`src/hdl/tea_pkg.sv`:
```
// ----------------------------------------------------------------------------
// tea_pkg
// Shared types, constants and the round mixing function of the TEA cipher.
// ----------------------------------------------------------------------------
package tea_pkg;

  // golden-ratio round constant
  localparam logic [31:0] TEA_DELTA = 32'h9e3779b9;

  // width of the key register index
  localparam int unsigned KEY_IDX_W = 2;

  // operation carried by each beat
  typedef enum logic {
    OP_ENC = 1'b0,
    OP_DEC = 1'b1
  } op_t;

  // key register indexes
  typedef enum logic [KEY_IDX_W-1:0] {
    REG_KEY0 = 2'd0,
    REG_KEY1 = 2'd1,
    REG_KEY2 = 2'd2,
    REG_KEY3 = 2'd3
  } key_idx_t;

  // the four 32-bit key words
  typedef logic [3:0][31:0] key_t;

  // block moving down the round pipeline
  typedef struct packed {
    op_t         op;
    logic [31:0] y;
    logic [31:0] z;
  } tea_item_t;

  // result block held at the output
  typedef struct packed {
    logic [31:0] y;
    logic [31:0] z;
  } tea_blk_t;

  // round mixing function, all sums wrap at 32 bits
  function automatic logic [31:0] tea_mix(input logic [31:0] w,
                                          input logic [31:0] sum,
                                          input logic [31:0] kl,
                                          input logic [31:0] kr);
    logic [31:0] a;
    logic [31:0] b;
    logic [31:0] c;
    a = (w << 4) + kl;
    b = w + sum;
    c = (w >> 5) + kr;
    return a ^ b ^ c;
  endfunction

endpackage

```
`src/hdl/tea_out_if.sv`:
```
// ----------------------------------------------------------------------------
// tea_out_if
// Output channel: one result block.
// ----------------------------------------------------------------------------
interface tea_out_if;

  logic        valid;
  logic        ready;
  logic [31:0] out_y;
  logic [31:0] out_z;

  modport source (output valid, output out_y, output out_z, input ready);
  modport sink   (input valid, input out_y, input out_z, output ready);

endinterface

```
`src/hdl/tea_out_buf.sv`:
```
// ----------------------------------------------------------------------------
// tea_out_buf
// Two-entry output buffer. Absorbs the beat leaving the pipeline while the
// consumer stalls, and reports full from a register so the input side never
// waits on the output ready combinationally.
// ----------------------------------------------------------------------------
module tea_out_buf
  import tea_pkg::*;
(
  input  logic      clk,
  input  logic      rst,
  input  logic      push,
  input  tea_blk_t  push_blk,
  output logic      full,
  tea_out_if.source ch
);

  tea_blk_t    ent [2];
  logic        wr_ptr;
  logic        rd_ptr;
  logic [1:0]  count;
  logic        pop;

  assign pop      = ch.valid && ch.ready;
  assign full     = (count == 2'd2);
  assign ch.valid = (count != 2'd0);
  assign ch.out_y = ent[rd_ptr].y;
  assign ch.out_z = ent[rd_ptr].z;

  // pointers and fill count
  always_ff @(posedge clk) begin
    if (rst) begin
      wr_ptr <= 1'b0;
      rd_ptr <= 1'b0;
      count  <= 2'd0;
    end else begin
      if (push) begin
        wr_ptr <= ~wr_ptr;
      end
      if (pop) begin
        rd_ptr <= ~rd_ptr;
      end
      if (push && !pop) begin
        count <= count + 2'd1;
      end else if (pop && !push) begin
        count <= count - 2'd1;
      end
    end
  end

  // entry storage
  always_ff @(posedge clk) begin
    if (push) begin
      ent[wr_ptr] <= push_blk;
    end
  end

endmodule

```
`src/flat_wrapper.sv`:
```
// flat-port wrapper written by rule: the top's interface ports become plain ports
module tea_out_buf_flat import tea_pkg::*;
  (clk, rst, push, push_blk, full, ch_valid, ch_out_y, ch_out_z, ch_ready);
  tea_out_if ch_i ();
  input  logic clk;
  input  logic rst;
  input  logic push;
  input  tea_blk_t push_blk;
  output logic full;
  output wire logic [$bits(ch_i.valid)-1:0] ch_valid;
  output wire logic [$bits(ch_i.out_y)-1:0] ch_out_y;
  output wire logic [$bits(ch_i.out_z)-1:0] ch_out_z;
  input wire logic [$bits(ch_i.ready)-1:0] ch_ready;
  assign ch_valid = ch_i.valid;
  assign ch_out_y = ch_i.out_y;
  assign ch_out_z = ch_i.out_z;
  assign ch_i.ready = ch_ready;
  tea_out_buf u_core (.clk(clk), .rst(rst), .push(push), .push_blk(push_blk), .full(full), .ch(ch_i));
endmodule
```
`config.mk`:
```
export PLATFORM = sky130hd
export DESIGN_NAME = tea_out_buf_flat
export DESIGN_NICKNAME = d
export VERILOG_FILES = /design/src/hdl/tea_pkg.sv /design/src/hdl/tea_out_if.sv /design/src/hdl/tea_out_buf.sv /design/src/flat_wrapper.sv
export SDC_FILE = /design/constraint.sdc
export NUM_CORES = 1
export LEC_CHECK = 0
export BUFFER_PORTS_ARGS = -buffer_cell sky130_fd_sc_hd__buf_4
export CAP_MARGIN = 5
export CORE_UTILIZATION = 47
export DETAILED_ROUTE_END_ITERATION = 10
export GPL_ROUTABILITY_DRIVEN = 0
export PLACE_DENSITY = 0.74
export SYNTH_ARGS = -nofsm -noshare
export SYNTH_HDL_FRONTEND = slang
export SYNTH_SLANG_ARGS = --single-unit
```
`constraint.sdc`:
```
create_clock -name clk -period 3.3 [get_ports clk]
set_input_delay 0 -clock clk [delete_from_list [all_inputs] [get_ports clk]]
set_output_delay 0 -clock clk [all_outputs]
set_load 0.005 [all_outputs]
```
==> flow_summary.yaml, run 1 <==
critical_path:
  worstSetupPathDepth: 3
  cp_num_buf_inv: 2
  cp_max_fo: 27
  worstPathArrival_ns: 2.17
  crit_top_cell: "buf_4"
  crit_type: "register to primary output"
  endpoint_kind: "primary output"
  r2r_slack_ns: 1.48
  slowest_delay_ns: 0.73
  startpoint_type: "register"
  crit_chain: "buf_4 -> mux2_2 -> buf_4"
  crit_family: "flip-flops"
  rr_worst_depth: 2
  worst_ep_required_time_ns: 3.30
  crit_path_top_delay_cell: "dfxtp_2"
sta:
  maxSlewHeadroom_pct: 42.37
  tns_ns: 0
  setup_viol: 0
  hold_slack_ns: 0.2271
  tightest_slew_ns: 0.8645
  min_period_over_period_pct: 65.85
  fin_worst_skew_ns: 0.008991
  fin_ws_ns: 1.127
  hold_viol_final: 0
  clock.fmax_ghz: 0.4602
  rsz0062_at_grt: "no"
  slew_violations: 0
  layout_min_cycle_time_ns: 2.173
synth:
  ys_warn_count: 0
  syn-num-nets: 290
  syn_area_sq_um: 4851
  ys_seq_area_share_pct: 81.30
  netlist_instances: 221
  synth.distinct_cells: 16
  syn_area_per_cell_sq_um: 21.95
  synth-seq-cells: 133
clock_tree:
  insertion_delay_ns: 0.50
  cts_resized: 0
  cts-buffers-inserted: 17
  cts_tree: "done"
  cts.sinks: 133
  ctsHoldBuffers: 68
  h-tree-depth: 4
  cts_setup_buffers: 0
  cts_buffer_depth: 2
  cts_root_buffer: "clkbuf_8"
  clk_pin_slew_ns: 0.05
drt:
  num_vias: 2748
  drt_iter0_drc: 93
  post-route-drc-count: 0
  via_per_inst: 4.714
  drt-pass1-iter-count: 4
  wl_per_cell_um: 16.22
  postRouteAntennaNets: 0
  wl_um: 9455
finish:
  layout.nets: 508
  seqCellArea_sq_um: 3945
  area_growth_pct: 48.98
  final_layout_size_suffix_gt1_share_pct: 52.00
  multiInputGateArea_sq_um: 840.8
  fin_cells: 583
  fillers: 598
  diodes: 0
  fin_util_pct: 72.93
  final_cell_mix: "buf_4 (138), edfxtp_1 (128), dlygate4sd3_1 (68)"
  layout_commonest_cell: "buf_4"
power:
  power.density_nw_per_um2: 678.3
  combPwrFrac_pct: 21.7
  p_leak_uw: 0.002753
  vdd_ir_drop_max_mv: 0.3924
  seq_power_share_pct: 42.4
  switching_share_pct: 22.60
  clockPowerShare_pct: 36.0
  switchingPower_uw: 1108
  intPower_uw: 3794
global_route:
  antenna_found_initial: 0
  grt_max_degree: 65
  grt_pass1_wl_um: 15040
  grt_pass1_vias: 3103
  overflow: 0
  grt_usage_pct: 18.78
die:
  placeableCoreArea_sq_um: 9910
  die_h_um: 103.6
  io_pins: 134
  initial_utilization_pct: 48.95
  die_w_um: 103.6
  rows: 36
  die_area_sq_um: 10730
placement:
  hpwl_um: 5129
  dp.cells: 485
  place_ws_ns: 1.424
  io_buffers: 133
hold_path:
  hold_path_depth: 2
  hp-class: "input port to register"
run:
  cap_viol_max_count: 0
status:
  outcome: "complete, no violations"
[worst register-to-register path, stage by stage (launching register included)]
cell and delay [ns]:
dfxtp_1 0.40, and2_2 0.67, buf_4 0.43
[routing by layer]
metal | vias to the layer above | track usage [%] | wire (um)
met5 | - | 0 | 0
met4 | 0 | 8.903 | 133
met3 | 12 | 6.167 | 519
met2 | 100 | 33.75 | 5028
met1 | 1332 | 19.77 | 3773
li1 | 1304 | - | -
[power groups by stage]
stage | combinational [uW] | clock, uW | sequential [uW]
after global placement | 978 | 0 | 2110
after detailed placement | 987 | 0 | 2110
final | 1060 | 1760 | 2080
after CTS | 1070 | 1790 | 2080
after global routing | 1140 | 1870 | 2100
after floorplan | 595 | 0 | 2050
[area by class of cell]
type	count	share of cell area, %
clock buffers	19	5.834
well taps	133	2.303
repair buffers	206	23.75
flip-flops and latches	133	54.59
clock inverters	11	1.887
multi-input cells	81	11.63
[cells by family (layout without fill, tap and decap cells)]
family | Yosys count | count (layout) | synth area share (%)
AOI/OAI and AO/OA | 3 | 3 | 0.3094
adders and majority gates | 1 | 1 | 0.2579
DFF | 133 | 133 | 81.30
muxes | 64 | 64 | 14.86
buffers and inverters | 7 | 236 | 1.548
xor gates and xnor gates | 4 | 4 | 0.7223
and+or+nand+nor | 9 | 9 | 1.006
[Yosys cell counts]
cell type / instances / area share, %
a21oi_1: 1 / 0.10
and2_1: 1 / 0.13
and2b_2: 1 / 0.18
buf_4: 1 / 0.15
buf_6: 6 / 1.4
dfxtp_1: 5 / 2.1
edfxtp_1: 128 / 79
ha_1: 1 / 0.26
mux2_2: 64 / 15
nor2_1: 4 / 0.31
nor2b_1: 1 / 0.13
o21ai_0: 2 / 0.21
or2_2: 1 / 0.13
or3_1: 1 / 0.13
xnor2_1: 1 / 0.18
xor2_1: 3 / 0.54
[worst paths after layout]
check | from | endpoint
hold / removal | push_blk[52] | u_core.ent[1][52]
setup / recovery | register | ch_out_y[25]
setup reg to reg | u_core.wr_ptr | u_core.ent[1][12]
hold reg to reg | u_core.rd_ptr | u_core.rd_ptr
[metrics by stage]
stage	power, uW	cell area [sq um]
2_1_floorplan	2646	4853
6_report	4902	7227
4_1_cts	4935	7227
3_3_place_gp	3089	5988
3_5_place_dp	3101	5988
5_1_grt	5106	7227
[flip-flops by register name, summed over array words and instances, names as in the netlist, named ones only]
register	cells
u_core.wr_ptr	1
u_core.ent	128
u_core.rd_ptr	1
u_core.count	2
Power figures use the tool's default switching activity.
==> run 2, diff against run 1 <==
Clock period 3.3 ns to 1.8 ns, I/O delays scaled along.
==> run 2 against run 1 <==
Against the previous run: routed wire length shrank 4.7%; clock skew shrank 0.0024 ns; via count rose by 1.4%; first-iteration DRC count grew 49%; combinational power grew 96%; non-clock buffer count increased by 1; register-to-register slack got worse by 1.2 ns; critical path depth did not move; total power up 79%; final cell count grew 0.34%; critical path type unchanged; highest routed layer unchanged.
==> flow_summary.yaml, run 2 (synthesis results as in run 1) <==
status:
  outcome: "complete, no violations"
finish:
  largest_reg_flops: 128
  area_growth_pct: 49.29
  largest-register: "u_core.ent"
  fillers: 638
  final_layout_size_suffix_gt1_share_pct: 52.88
  diodes: 0
  reg_top3: "u_core.ent: 128 flops, u_core.count: 2 flops"
  final_cell_mix: "buf_4 (135), edfxtp_1 (128), dlygate4sd3_1 (68)"
  layout.nets: 509
  layout_commonest_cell: "buf_4"
placement:
  hpwl_um: 4943
  place_ws_ns: 0.3046
  io_buffers: 133
drt:
  drt-pass1-iter-count: 4
  drt_iter0_drc: 139
  num_vias: 2786
  dr_wl_met3_um: 580
  wl_met1_um: 3643
  via_per_inst: 4.762
  postRouteAntennaNets: 0
  wl_per_cell_um: 15.40
  wl_um: 9011
  post-route-drc-count: 0
  wl_met2_um: 4637
  top_layer: "met4"
die:
  initial_utilization_pct: 48.95
  io_pins: 134
  die_w_um: 103.6
  die_area_sq_um: 10730
  placeableCoreArea_sq_um: 9910
  die_h_um: 103.6
  rows: 36
sta:
  hold_viol_final: 0
  clock.fmax_ghz: 0.5831
  tightest_slew_ns: 0.3340
  fin_ws_ns: 0.08511
  layout_min_cycle_time_ns: 1.715
  fin_worst_skew_ns: 0.006545
  rsz0062_at_grt: "no"
  tns_ns: 0
  setup_viol: 0
  maxSlewHeadroom_pct: 77.73
  min_period_over_period_pct: 95.27
  slew_violations: 0
clock_tree:
  clk_pin_slew_ns: 0.06
  h-tree-depth: 4
  cts_root_buffer: "clkbuf_8"
  cts.sinks: 133
  insertion_delay_ns: 0.51
  cts_buffer_depth: 2
  cts-buffers-inserted: 17
  cts_setup_buffers: 0
  cts_tree: "done"
critical_path:
  reg2reg_from: "u_core.count[0]"
  rr_worst_depth: 4
  worstPathArrival_ns: 1.71
  crit_type: "register to primary output"
  endpoint_kind: "primary output"
  worst_ep_required_time_ns: 1.80
  startpoint_type: "register"
  r2r_slack_ns: 0.24
  cp_max_fo: 30
global_route:
  grt_max_degree: 55
  antenna_found_initial: 0
  grt_pass1_wl_um: 14270
  grt_pass1_vias: 3006
  overflow: 0
  grt_usage_pct: 18.00
power:
  power.density_nw_per_um2: 1211
  p_leak_uw: 0.002746
  vdd_ir_drop_max_mv: 0.6779
run:
  cap_viol_max_count: 0
hold_path:
  hold_path_depth: 2
  hp-class: "input port to register"
  hold_path_end: "u_core.ent[1][56]"
  min_from: "push_blk[56]"
-- run 2: how the worst max path moves through the flow --
stage                                   to  slack [ns]
after global placement     u_core.count[1]        0.36
final                          ch_out_y[6]        0.09
after floorplan           u_core.ent[0][0]        0.08
after global routing           ch_out_y[6]       0.008
after detailed placement   u_core.count[1]        0.30
after CTS                     ch_out_y[29]        0.07
-- run 2: final cells by class --
class                   instances  area, sq um  share of cell area (%)
clock inverters                12        82.58                   1.140
repair buffers                207         1765                   24.38
flip-flops and latches        133         3945                   54.47
well taps                     133        166.4                   2.298
multi-input cells              81        840.8                   11.61
clock buffers                  19        441.7                   6.099
-- run 2: routing by layer --
layer | vias to the layer above | global-route usage, %
met3 | 16 | 7.111
met4 | 0 | 8.075
met2 | 108 | 31.30
met5 | - | 0
met1 | 1353 | 19.27
li1 | 1309 | -
-- run 2: critical path, cell delays in order, from the launching register on --
cell	delay, ns
dfxtp_2	0.36
buf_6	0.29
mux2_2	0.40
buf_4	0.15
-- run 2: where the power goes --
group          switching [uW]  internal [uW]
clock                    1220           1750
sequential               78.7           3640
combinational             804           1280
total                    2100           6670
-- run 2: repair_timing --
item | CTS | global route
hold buffers | 68 | 0
setup endpoints to repair | 24 | 0
resized for setup | 1 | 0
hold endpoints to repair | 133 | 0
-- run 2: metrics by stage --
stage	cell area, sq um	hold WS, ns	std cells	util, %	power (uW)
finish	7242	0.2111	585	73.08	8768
global route	7242	0.1907	585	73.08	9114
CTS	7242	0.1899	585	73.08	8836
detailed placement	6033	0.1876	486	60.88	5732
global placement	6033	0.1850	486	60.88	5704
floorplan	4860	0.06907	221	-	4849
